==> src/design/keyframe_curve_interpolator_unit_macros.svh <==
// Assertion macros for the keyframe curve interpolator.
`ifndef KEYFRAME_CURVE_INTERPOLATOR_UNIT_MACROS_SVH
`define KEYFRAME_CURVE_INTERPOLATOR_UNIT_MACROS_SVH

// Same-cycle implication, sampled on i_clk, off during reset
`define KCI_ASSERT_NOW(name, ante, cons, msg) \
    name: assert property (@(posedge i_clk) disable iff (!i_rst_n) \
        (ante) |-> (cons)) else $error(msg);

// Next-cycle implication, sampled on i_clk, off during reset
`define KCI_ASSERT_NEXT(name, ante, cons, msg) \
    name: assert property (@(posedge i_clk) disable iff (!i_rst_n) \
        (ante) |=> (cons)) else $error(msg);

`endif

==> src/design/kci_pkg.sv <==
// Shared types and constants of the keyframe curve interpolator.
package kci_pkg;

    localparam int TIME_W     = 16;  // unsigned Q1.15
    localparam int VALUE_W    = 32;  // signed Q16.16
    localparam int COUNT_W    = 5;
    localparam int SLOT_W     = 4;
    localparam int FRAC_W     = 17;  // Q0.16 fraction, up to 1.0
    localparam int FRAC_SHIFT = 16;
    localparam int DIV_STEPS  = 17;
    localparam int STEP_W     = 5;
    localparam int PROD_W     = FRAC_W + 1 + VALUE_W + 1;
    localparam int ADDR_W     = 3;
    localparam int DATA_W     = 32;

    // Request commands
    typedef enum logic [0:0] {
        CMD_WRITE  = 1'b0,
        CMD_SAMPLE = 1'b1
    } t_cmd;

    // Register word index (paddr[2])
    localparam logic [0:0] REG_KEY_COUNT = 1'b0;

    typedef enum logic [2:0] {
        ST_IDLE,
        ST_SEARCH,
        ST_DIV,
        ST_MUL,
        ST_SUM,
        ST_OUTPUT
    } t_state;

    // Divider start request
    typedef struct packed {
        logic              start;
        logic [TIME_W-1:0] num;
        logic [TIME_W-1:0] den;
    } t_div_req;

    // Divider response
    typedef struct packed {
        logic              done;
        logic [FRAC_W-1:0] quot;
    } t_div_resp;

endpackage

==> src/design/kci_divider.sv <==
// Bit-serial restoring divider: quot = (num << 16) / den, with num <= den.
module kci_divider (
    input  logic                i_clk,
    input  logic                i_rst_n,
    input  kci_pkg::t_div_req   i_req,
    output kci_pkg::t_div_resp  o_resp
);

    logic                              r_busy;
    logic [kci_pkg::STEP_W-1:0]        r_cnt;
    logic [kci_pkg::FRAC_W-1:0]        r_rem;
    logic [kci_pkg::TIME_W-1:0]        r_den;
    logic [kci_pkg::FRAC_W-1:0]        r_quo;
    logic [kci_pkg::FRAC_W-1:0]        rem_sh;
    logic                              ge;
    logic                              last;

    // First step compares the integer part, later steps shift in a zero
    always_comb begin
        rem_sh = (r_cnt == '0) ? r_rem : {r_rem[kci_pkg::FRAC_W-2:0], 1'b0};
        ge     = rem_sh >= {1'b0, r_den};
        last   = r_cnt == kci_pkg::STEP_W'(kci_pkg::DIV_STEPS - 1);
    end

    // Control
    always_ff @(posedge i_clk) begin
        if (!i_rst_n) begin
            r_busy <= 1'b0;
            r_cnt  <= '0;
        end else if (i_req.start) begin
            r_busy <= 1'b1;
            r_cnt  <= '0;
        end else if (r_busy) begin
            r_busy <= !last;
            r_cnt  <= r_cnt + kci_pkg::STEP_W'(1);
        end
    end

    // Datapath: one compare and subtract per cycle
    always_ff @(posedge i_clk) begin
        if (i_req.start) begin
            r_rem <= {1'b0, i_req.num};
            r_den <= i_req.den;
            r_quo <= '0;
        end else if (r_busy) begin
            r_rem <= ge ? (rem_sh - {1'b0, r_den}) : rem_sh;
            r_quo <= {r_quo[kci_pkg::FRAC_W-2:0], ge};
        end
    end

    assign o_resp.done = r_busy && last;
    assign o_resp.quot = r_quo;

endmodule

==> src/design/keyframe_curve_interpolator_unit.sv <==
// Keyframe curve interpolator: keyframe table, serial search, divider and blend.
//
// A write request stores one keyframe (time, value) in the table; the block stays idle
// and is ready again on the next cycle. A sample request scans the table one key per
// cycle through the single read port of the key memory, so it visits k keys (k up to
// key_count, clipped to MAX_KEYS), then runs the bit-serial divider for the Q0.16
// fraction, then a multiply step, a sum step and an output step. Samples at or below
// the first key or above the last key skip the divide and go from the search straight
// to the output step; an empty table goes from idle straight to the output step. The
// result sits in an output register, so a new request is taken while it waits; a
// sample that finishes while the previous result is still untaken waits for the
// output register to free. Key times must be written in ascending order; slots below
// key_count must be written before they are sampled.
`include "keyframe_curve_interpolator_unit_macros.svh"

module keyframe_curve_interpolator_unit #(
    parameter int MAX_KEYS = 16
) (
    input  logic                                  i_clk,
    input  logic                                  i_rst_n,
    // request channel
    input  logic                                  i_in_valid,
    output logic                                  o_in_ready,
    input  logic                                  i_command,
    input  logic [kci_pkg::SLOT_W-1:0]            i_entry_index,
    input  logic [kci_pkg::TIME_W-1:0]            i_key_time,
    input  logic signed [kci_pkg::VALUE_W-1:0]    i_key_value,
    input  logic [kci_pkg::TIME_W-1:0]            i_sample_time,
    // result channel
    output logic                                  o_out_valid,
    input  logic                                  i_out_ready,
    output logic signed [kci_pkg::VALUE_W-1:0]    o_curve_value,
    output logic                                  o_table_empty,
    // register port
    input  logic                                  psel,
    input  logic                                  penable,
    input  logic                                  pwrite,
    input  logic [kci_pkg::ADDR_W-1:0]            paddr,
    input  logic [kci_pkg::DATA_W-1:0]            pwdata,
    output logic [kci_pkg::DATA_W-1:0]            prdata,
    output logic                                  pready
);

    localparam int IDX_W   = $clog2(MAX_KEYS);
    localparam int CNT_W   = $clog2(MAX_KEYS + 1);
    localparam int ENTRY_W = kci_pkg::TIME_W + kci_pkg::VALUE_W;

    kci_pkg::t_state                       r_state;
    kci_pkg::t_state                       n_state;

    logic [kci_pkg::COUNT_W-1:0]           r_key_count;
    logic [ENTRY_W-1:0]                    r_mem [MAX_KEYS];
    logic [ENTRY_W-1:0]                    r_rdata;
    logic [IDX_W-1:0]                      rd_addr;

    logic [kci_pkg::TIME_W-1:0]            r_sample;
    logic [CNT_W-1:0]                      r_n;
    logic [IDX_W-1:0]                      r_idx;
    logic [ENTRY_W-1:0]                    r_prev;
    logic signed [kci_pkg::VALUE_W-1:0]    r_v0;
    logic signed [kci_pkg::VALUE_W:0]      r_delta;
    logic signed [kci_pkg::PROD_W-1:0]     r_prod;
    logic signed [kci_pkg::VALUE_W-1:0]    r_res;
    logic                                  r_res_empty;
    logic                                  r_out_valid;
    logic signed [kci_pkg::VALUE_W-1:0]    r_curve;
    logic                                  r_empty;

    logic                                  cfg_write;
    logic                                  accept;
    logic                                  is_sample;
    logic                                  slot_ok;
    logic [CNT_W-1:0]                      count_clip;
    logic [CNT_W-1:0]                      idx_inc;
    logic                                  at_last;
    logic [kci_pkg::TIME_W-1:0]            ent_time;
    logic signed [kci_pkg::VALUE_W-1:0]    ent_value;
    logic [kci_pkg::TIME_W-1:0]            prev_time;
    logic signed [kci_pkg::VALUE_W-1:0]    prev_value;
    logic                                  past_key;
    logic                                  out_free;
    logic                                  out_load;
    kci_pkg::t_div_req                     div_req;
    kci_pkg::t_div_resp                    div_resp;

    // Register port
    assign pready    = 1'b1;
    assign cfg_write = psel && penable && pwrite && pready;

    always_ff @(posedge i_clk) begin
        if (!i_rst_n) begin
            r_key_count <= '0;
        end else if (cfg_write && paddr[2] == kci_pkg::REG_KEY_COUNT) begin
            r_key_count <= pwdata[kci_pkg::COUNT_W-1:0];
        end
    end

    always_comb begin
        prdata = '0;
        if (paddr[2] == kci_pkg::REG_KEY_COUNT) begin
            prdata = kci_pkg::DATA_W'(r_key_count);
        end
    end

    // Request decode
    assign accept    = i_in_valid && o_in_ready;
    assign is_sample = i_command == kci_pkg::CMD_SAMPLE;
    assign slot_ok   = 32'(i_entry_index) < 32'(MAX_KEYS);
    assign count_clip = (32'(r_key_count) > 32'(MAX_KEYS)) ? CNT_W'(MAX_KEYS)
                                                           : CNT_W'(r_key_count);

    // Search view of the current and previous entries
    assign ent_time   = r_rdata[kci_pkg::VALUE_W +: kci_pkg::TIME_W];
    assign ent_value  = r_rdata[kci_pkg::VALUE_W-1:0];
    assign prev_time  = r_prev[kci_pkg::VALUE_W +: kci_pkg::TIME_W];
    assign prev_value = r_prev[kci_pkg::VALUE_W-1:0];
    assign idx_inc    = CNT_W'(r_idx) + CNT_W'(1);
    assign at_last    = idx_inc == r_n;
    assign past_key   = r_sample > ent_time;
    assign rd_addr    = (r_state == kci_pkg::ST_IDLE) ? '0 : idx_inc[IDX_W-1:0];

    // Key table: one write port, one registered read port
    always_ff @(posedge i_clk) begin
        if (accept && !is_sample && slot_ok) begin
            r_mem[IDX_W'(i_entry_index)] <= {i_key_time, i_key_value};
        end
        r_rdata <= r_mem[rd_addr];
    end

    // Output register
    assign out_free = !r_out_valid || i_out_ready;

    always_ff @(posedge i_clk) begin
        if (!i_rst_n) begin
            r_out_valid <= 1'b0;
        end else if (out_load) begin
            r_out_valid <= 1'b1;
        end else if (i_out_ready) begin
            r_out_valid <= 1'b0;
        end
    end

    always_ff @(posedge i_clk) begin
        if (out_load) begin
            r_curve <= r_res;
            r_empty <= r_res_empty;
        end
    end

    assign o_out_valid   = r_out_valid;
    assign o_curve_value = r_curve;
    assign o_table_empty = r_empty;

    // State register
    always_ff @(posedge i_clk) begin
        if (!i_rst_n) begin
            r_state <= kci_pkg::ST_IDLE;
        end else begin
            r_state <= n_state;
        end
    end

    // Sequencer: next state and controls
    always_comb begin
        n_state       = r_state;
        o_in_ready    = 1'b0;
        out_load      = 1'b0;
        div_req.start = 1'b0;
        div_req.num   = r_sample - prev_time;
        div_req.den   = ent_time - prev_time;
        unique case (r_state)
            kci_pkg::ST_IDLE: begin
                o_in_ready = 1'b1;
                if (i_in_valid && is_sample) begin
                    n_state = (count_clip == '0) ? kci_pkg::ST_OUTPUT : kci_pkg::ST_SEARCH;
                end
            end
            kci_pkg::ST_SEARCH: begin
                if (past_key) begin
                    if (at_last) begin
                        n_state = kci_pkg::ST_OUTPUT;
                    end
                end else if (r_idx == '0) begin
                    n_state = kci_pkg::ST_OUTPUT;
                end else begin
                    div_req.start = 1'b1;
                    n_state       = kci_pkg::ST_DIV;
                end
            end
            kci_pkg::ST_DIV: begin
                if (div_resp.done) begin
                    n_state = kci_pkg::ST_MUL;
                end
            end
            kci_pkg::ST_MUL: begin
                n_state = kci_pkg::ST_SUM;
            end
            kci_pkg::ST_SUM: begin
                n_state = kci_pkg::ST_OUTPUT;
            end
            kci_pkg::ST_OUTPUT: begin
                if (out_free) begin
                    out_load = 1'b1;
                    n_state  = kci_pkg::ST_IDLE;
                end
            end
            default: begin
                n_state = kci_pkg::ST_IDLE;
            end
        endcase
    end

    // Sample datapath
    always_ff @(posedge i_clk) begin
        case (r_state)
            kci_pkg::ST_IDLE: begin
                r_sample    <= i_sample_time;
                r_n         <= count_clip;
                r_idx       <= '0;
                r_res       <= '0;
                r_res_empty <= count_clip == '0;
            end
            kci_pkg::ST_SEARCH: begin
                if (past_key && !at_last) begin
                    r_idx  <= idx_inc[IDX_W-1:0];
                    r_prev <= r_rdata;
                end
                r_res   <= ent_value;
                r_v0    <= prev_value;
                r_delta <= $signed({ent_value[kci_pkg::VALUE_W-1], ent_value})
                         - $signed({prev_value[kci_pkg::VALUE_W-1], prev_value});
            end
            kci_pkg::ST_MUL: begin
                r_prod <= $signed({1'b0, div_resp.quot}) * r_delta;
            end
            kci_pkg::ST_SUM: begin
                // v0 + floor(frac * (v1 - v0) / 2^16)
                r_res <= r_v0 + r_prod[kci_pkg::FRAC_SHIFT +: kci_pkg::VALUE_W];
            end
            default: begin
            end
        endcase
    end

    // Fraction divider
    kci_divider u_divider (
        .i_clk   (i_clk),
        .i_rst_n (i_rst_n),
        .i_req   (div_req),
        .o_resp  (div_resp)
    );

    // Checks
    `KCI_ASSERT_NEXT(a_sample_leaves_idle,
        i_in_valid && o_in_ready && i_command == kci_pkg::CMD_SAMPLE,
        r_state != kci_pkg::ST_IDLE, "sample request did not start work")
    `KCI_ASSERT_NOW(a_div_done_in_div, div_resp.done,
        r_state == kci_pkg::ST_DIV, "divider finished outside the divide state")
    `KCI_ASSERT_NEXT(a_output_loads,
        r_state == kci_pkg::ST_OUTPUT && (!o_out_valid || i_out_ready),
        o_out_valid && r_state == kci_pkg::ST_IDLE, "result not presented")
    `KCI_ASSERT_NOW(a_empty_is_zero, o_out_valid && o_table_empty,
        o_curve_value == '0, "empty table result is not zero")

endmodule

==> config.mk <==
export PLATFORM = sky130hd
export DESIGN_NAME = keyframe_curve_interpolator_unit
export DESIGN_NICKNAME = d
export VERILOG_FILES = /design/src/design/kci_pkg.sv /design/src/design/kci_divider.sv /design/src/design/keyframe_curve_interpolator_unit.sv
export VERILOG_INCLUDE_DIRS = /design/src /design/src/design
export SDC_FILE = /design/constraint.sdc
export NUM_CORES = 2
export LEC_CHECK = 0
export BUFFER_PORTS_ARGS = -buffer_cell sky130_fd_sc_hd__buf_2
export CAP_MARGIN = 30
export CORE_MARGIN = 4
export CORE_UTILIZATION = 40
export CTS_CLUSTER_DIAMETER = 120
export DETAILED_ROUTE_END_ITERATION = 12
export HOLD_SLACK_MARGIN = 0.1
export PLACE_DENSITY_LB_ADDON = 0.12
export SLEW_MARGIN = 0
export SYNTH_ARGS = -nofsm -noshare
export SYNTH_HDL_FRONTEND = slang
export SYNTH_SLANG_ARGS = --single-unit
==> constraint.sdc <==
create_clock -name i_clk -period 14.58 [get_ports i_clk]
set_input_delay 0.729 -clock i_clk [delete_from_list [all_inputs] [get_ports i_clk]]
set_output_delay 0.729 -clock i_clk [all_outputs]
set_load 0.1 [all_outputs]
* Yosys cells after proc, flatten, opt, wreduce, memory -nomap -nowiden
Memories as Yosys holds them, arrays and structs flattened. A register that Yosys moved wholly into a read port is not among the register bits. Index checks and enable logic that the tools add are counted.
Storage, ports and cells: latch bits 0, bits in read-only memories 0, memory bits (writable) 768, flip-flop bits (word level) 317, logic and storage cells 101, memories 1
Operators by class: divide/modulo/power cells 0, multipliers 1, add/subtract/negate cells 7, bitwise logic cells 2, shift operators 0, $lt $le $gt $ge 3, equal/unequal tests 12, reductions and logical operators 25, mux-type cells 30
Memory list:
- r_mem | depth 16, bits a word 48, rd ports 1, clocked after memory_dff 1, write ports 1, RTL line keyframe_curve_interpolator_unit.sv:52 | logic [ENTRY_W-1:0] r_mem [MAX_KEYS];
Operators by type and width (count):
- $pmux 32 s3 | 1
- $mul 18x33->48 | 1
- $mux 17 | 2
- $sub 32x32->33 | 1
- $add 32x32->32 | 1
- $mux 16 | 2
- $sub 16x16->16 | 2
- $mux 3 | 7
- $pmux 3 s6 | 1
- $ge 17x16->1 | 1
- $sub 17x16->17 | 1
- $gt 16x16->1 | 1
- $mux 1 | 12
- $logic_not 5->1 | 2
- $mux 5 | 2
- $logic_and 1x1->1 | 8
- $mux 4 | 2
- $pmux 4 s2 | 1
- $eq 3x2->1 const B | 2
- $eq 3x3->1 const B | 2
- $ne 2x2->1 const B | 3
- $reduce_bool 2->1 | 3
- $add 4x1->5 const B | 1
- $add 5x1->5 const B | 1
- other kinds (15) | 20

* Longest topological paths before layout
depth in word-level cells 6, gate-level depth with buffers 26

* By module
From an unflattened synthesis, not the netlist that was laid out.
Second synthesis, totals: cell total of the unflattened synthesis 5388, area, all modules 66253.5 µm²
By module, submodules not included:
- keyframe_curve_interpolator_unit | sequential area each 31290.0 µm², area an instance 62767.7 µm², cells each 5037, instances 1
- kci_divider | sequential area each 1441.4 µm², area an instance 3485.8 µm², cells each 351, instances 1

* Worst setup path before layout
Ideal clock, no wire load.
path kind reg2reg, start point register u_divider.r_quo[9] in the netlist's numbering, end point register r_prod[47] in the netlist's numbering, data pin, data arrival time 6227 ps, data required time 14320 ps, setup time 260 ps, path slack 8093 ps, stages on the path, launching flop included 27, path buffers 2, clock period less this slack 6487 ps, cell sequence dfxtp_1 > clkbuf_1 > clkbuf_1 > nand2_1 > fa_1 > inv_1 > fa_1 > inv_1 > fa_1 > inv_1 > fa_1 > fa_1 > inv_1 > fa_1 > inv_1 > ha_1 > a21o_1 > a21o_1 > a21oi_1 > nor3b_1 > o2111a_1 > nor3_2 > nor3_1 > o21a_1 > a31o_1 > a41o_1 > xnor2_1
On the way: longest elaborated chain between the ends 1
RTL lines:
- start: declaration | RTL line kci_divider.sv:13 | logic [kci_pkg::FRAC_W-1:0] r_quo;
- start signal: assignment | RTL line kci_divider.sv:47 | r_quo <= {r_quo[kci_pkg::FRAC_W-2:0], ge};
- $mul 18x33->48 | RTL line keyframe_curve_interpolator_unit.sv:234 | r_prod <= $signed({1'b0, div_resp.quot}) * r_delta;
- end signal: assignment | RTL line keyframe_curve_interpolator_unit.sv:234
- end: declaration | RTL line keyframe_curve_interpolator_unit.sv:62 | logic signed [kci_pkg::PROD_W-1:0] r_prod;
No other way between the ends. A chain may end at the register's enable or synchronous reset.

* Final worst setup path
start point register r_delta[19] in the netlist's numbering, end point register r_prod[47] in the netlist's numbering, data pin
On the way: longest elaborated chain between the ends 1
RTL lines:
- start: declaration | RTL line keyframe_curve_interpolator_unit.sv:61 | logic signed [kci_pkg::VALUE_W:0] r_delta;
- start signal: assignment | RTL line keyframe_curve_interpolator_unit.sv:230 | r_delta <= $signed({ent_value[kci_pkg::VALUE_W-1], ent_value})
- $mul 18x33->48 | RTL line keyframe_curve_interpolator_unit.sv:234
No other way between the ends.

==> flow_summary.yaml <==
floorplan:
  initial_utilization_pct: 40.3
  fp.dieW_um: 414
  die_area_sq_mm: 0.171
  die_height_um: 414
  core_sq_mm: 0.163
  ioPinCount: 179
  num_rows: 148
routing:
  detailedRoute.firstPassIterationCount: 5
  drc: 0
  wl_per_cell_um: 22.4
  postRouteWirelength_um: 171000
  via_per_inst: 5.19
  detailroute.via_count: 39700
  drt_first_iter_violations: 2441
  route.antenna.remaining_nets: 0
critical_path:
  worst-endpoint-arrival_ps: 7970
  rr_worst_depth: 22
  worstPathMaxFanout: 17
  cp.required_ps: 15040
  timing.rr.start: "r_delta[19]"
  worst_r2r_endpoint: "r_prod[47]"
  endpoint_kind: "flop"
  worst_setup_path_start_kind: "flop"
  timing_worst_setup_path_type: "reg -> reg"
  timing.reg2reg.setup_slack_ps: 7060
power:
  total_power_mw: 14.5
  ir_worst_vdd_uv: 113
  powerDensity_mw_per_mm2: 199
  power.leakage_nw: 28.9
clocking:
  cts_sinks: 1117
  clock_latency_ps: 730
  cts-root-to-sink-buffers: 3
  cts_htree_levels: 3
  clk_pin_slew_ps: 60
  clock_tree_from_tritoncts: "yes"
  cts_root_buffer: "sky130_fd_sc_hd__clkbuf_16"
  post_cts_repair_timing_setup_buffer_count: 0
  numCtsBuffers: 116
sta:
  setup_violations: 0
  fmaxAchievable_ghz: 0.133
  max-slew-margin-rel_pct: 24.1
  hold_violations: 0
  timing.setup.tns_ps: 0
  worst_pin_slew_ps: 1130
  timing.final.crit_share_pct: 51.6
  layout_min_cycle_time_ps: 7520
  fin_skew_ps: 39.2
  unrepaired_setup_endpoints_after_global_routing: "false"
  timing_max_transition_violations_final: 0
place:
  post-dp-hpwl_um: 109000
  routabilityCongestion: 0.804
  buffer_ports.inserted: 121
min_path:
  holdPathEnd: "r_sample[7]"
  cell_depth_of_the_worst_hold_path: 1
  hold_path_startpoint: "i_sample_time[7]"
  worst_hold_path_type: "in -> reg"
synth:
  portion_of_synthesized_cell_area_occupied_by_the_leading_cell_type_pct: 47.3
  yosys.cell_types.count: 85
  async_reset_ff_share_pct: 0
  synth_area_leader_cell: "sky130_fd_sc_hd__edfxtp_1"
  mappedNetlistArea_sq_mm: 0.0658
  synth-seq-area-share_pct: 49.7
  synth_seq_cells: 1117
  yosysWarnings: 0
  postSynthAreaPerCell_sq_um: 12.4
  number_of_cells_produced_by_synthesis: 5310
  synth_top_flop_cell: "sky130_fd_sc_hd__edfxtp_1"
  edff_count_synth: 1036
  post_synth_main_area_contributors: "sky130_fd_sc_hd__edfxtp_1 47%, sky130_fd_sc_hd__fa_1 16%, sky130_fd_sc_hd__ha_1 4.5%"
grt:
  globalRouteTotalUtil_pct: 20.1
  pin_count_of_the_biggest_net_entering_global_routing: 113
  grt.overflow.total: 0
  grt_pass1_vias: 41100
  grt_pass1_wl_um: 259000
  antenna_found_initial: 20
outcome:
  outcome: "finished clean"
final_layout:
  synthToLayoutAreaGrowth_pct: 10.6
  layout.cells.most_common: "sky130_fd_sc_hd__edfxtp_1"
  layout-drive-gt1-share_pct: 11.7
  final_layout_net_count: 6234
  most-common-layout-cells: "1036 x sky130_fd_sc_hd__edfxtp_1, 702 x sky130_fd_sc_hd__inv_1, 519 x sky130_fd_sc_hd__fa_1"
flow_run:
  maxCapViolations: 0
[cells in the mapped netlist (40+ instances only)]
library cell,count
sky130_fd_sc_hd__a221oi_1,48
sky130_fd_sc_hd__nand2_1,387
sky130_fd_sc_hd__o21ai_0,160
sky130_fd_sc_hd__and3_1,55
sky130_fd_sc_hd__xor2_1,43
sky130_fd_sc_hd__edfxtp_1,1036
sky130_fd_sc_hd__nor3_1,40
sky130_fd_sc_hd__nor2b_1,42
sky130_fd_sc_hd__mux2_2,207
sky130_fd_sc_hd__a21o_1,42
sky130_fd_sc_hd__inv_1,704
sky130_fd_sc_hd__o31ai_1,53
sky130_fd_sc_hd__and2_1,313
sky130_fd_sc_hd__nand3_1,79
sky130_fd_sc_hd__nor2_1,119
sky130_fd_sc_hd__a21oi_1,343
sky130_fd_sc_hd__ha_1,239
sky130_fd_sc_hd__xnor2_1,101
sky130_fd_sc_hd__mux2i_1,134
sky130_fd_sc_hd__fa_1,519
sky130_fd_sc_hd__o221ai_1,49
sky130_fd_sc_hd__dfxtp_1,81
sky130_fd_sc_hd__clkbuf_1,227
[area by class of cell]
| class | instances | area, sq um |
|---|---|---|
| repair buffers | 190 | 1290 |
| clock buffers | 145 | 3090 |
| flip-flops and latches | 1117 | 32700 |
| fillers | 15000 | 90400 |
| clock inverters | 75 | 696 |
| diodes | 7 | 17.5 |
| inverters | 705 | 2650 |
| multi-input cells | 3235 | 29600 |
| well taps | 2175 | 2720 |
[kinds of logic after synthesis]
logic type	after synthesis	share of synthesized area, %
adders and majority gates	758	20.3
other	2	0.0114
and+or+nand+nor	1116	8.53
muxes	341	5.58
xor gates and xnor gates	144	1.92
AOI/OAI and AO/OA	848	8.07
DFF	1117	49.7
buffers and inverters	984	5.80
[worst max-delay path: stages (launching register included)]
cell	delay, ps
sky130_fd_sc_hd__edfxtp_1	800
sky130_fd_sc_hd__and2_1	370
sky130_fd_sc_hd__fa_1	530
sky130_fd_sc_hd__inv_1	50
sky130_fd_sc_hd__fa_1	500
sky130_fd_sc_hd__fa_1	510
sky130_fd_sc_hd__inv_1	50
sky130_fd_sc_hd__fa_1	520
sky130_fd_sc_hd__fa_1	520
sky130_fd_sc_hd__inv_1	50
sky130_fd_sc_hd__fa_1	470
sky130_fd_sc_hd__inv_1	50
sky130_fd_sc_hd__ha_1	360
sky130_fd_sc_hd__and2_1	210
sky130_fd_sc_hd__nand4_1	170
sky130_fd_sc_hd__nor3b_1	590
sky130_fd_sc_hd__o2111a_1	360
sky130_fd_sc_hd__nor3_2	80
sky130_fd_sc_hd__nor3_1	290
sky130_fd_sc_hd__o21a_1	200
sky130_fd_sc_hd__a31o_1	270
sky130_fd_sc_hd__a41o_1	220
sky130_fd_sc_hd__xnor2_1	70
[sequential cells by signal, summed over array words and instances, names as in the netlist, 3 cells and up]
name and count:
o_curve_value 32, r_delta 33, r_idx 4, r_key_count 5, r_mem 768, r_n 5, r_prev 48, r_prod 32
r_rdata 48, r_res 32, r_sample 16, r_state 3, r_v0 32, u_divider.r_cnt 5, u_divider.r_den 16, u_divider.r_quo 17
u_divider.r_rem 17
[routing by layer]
layer | track usage (%) | vias up | part of all wire [%]
li1 | - | 18300 | -
met1 | 27.4 | 20400 | 45
met2 | 34.6 | 783 | 49
met3 | 2.27 | 200 | 4.1
met4 | 4.75 | 6 | 2.1
met5 | 0 | - | 0.024
[power breakdown]
| group | internal [mW] | switching, mW | leakage [nW] | total (mW) |
|---|---|---|---|---|
| Clock | 1.66 | 1.28 | 1.87 | 2.94 |
| Combinational | 2.56 | 4.33 | 16.9 | 6.90 |
| Sequential | 4.12 | 0.546 | 10.2 | 4.66 |
| Total | 8.34 | 6.16 | 28.9 | 14.5 |
[stage by stage]
step                std cells  util (%)  hold slack, ps  area [sq um]  worst slack (ps)
floorplan                5336         -             400         65900              8090
global placement         7411      42.1             403         68700              7000
detailed placement       7419      42.3             405         68900              7020
CTS                      7641      44.6             102         72800              6980
global route             7643      44.6             138         72800              6640
finish                   7649      44.6             175         72800              7060
[how the worst max path moves through the flow]
stage	start	end
global placement	r_delta[19]	r_prod[47]
CTS	r_delta[19]	r_prod[47]
finish	r_delta[19]	r_prod[47]
detailed placement	r_delta[19]	r_prod[47]
global route	u_divider.r_quo[9]	r_prod[47]
floorplan	u_divider.r_quo[9]	r_prod[47]
[timing repair]
| item | in CTS | in global routing |
|---|---|---|
| hold buffers | 2 | 0 |
| gates resized for setup | 0 | 0 |
| hold endpoints to repair | 2 | 0 |
(Power assumes the default switching activity.)
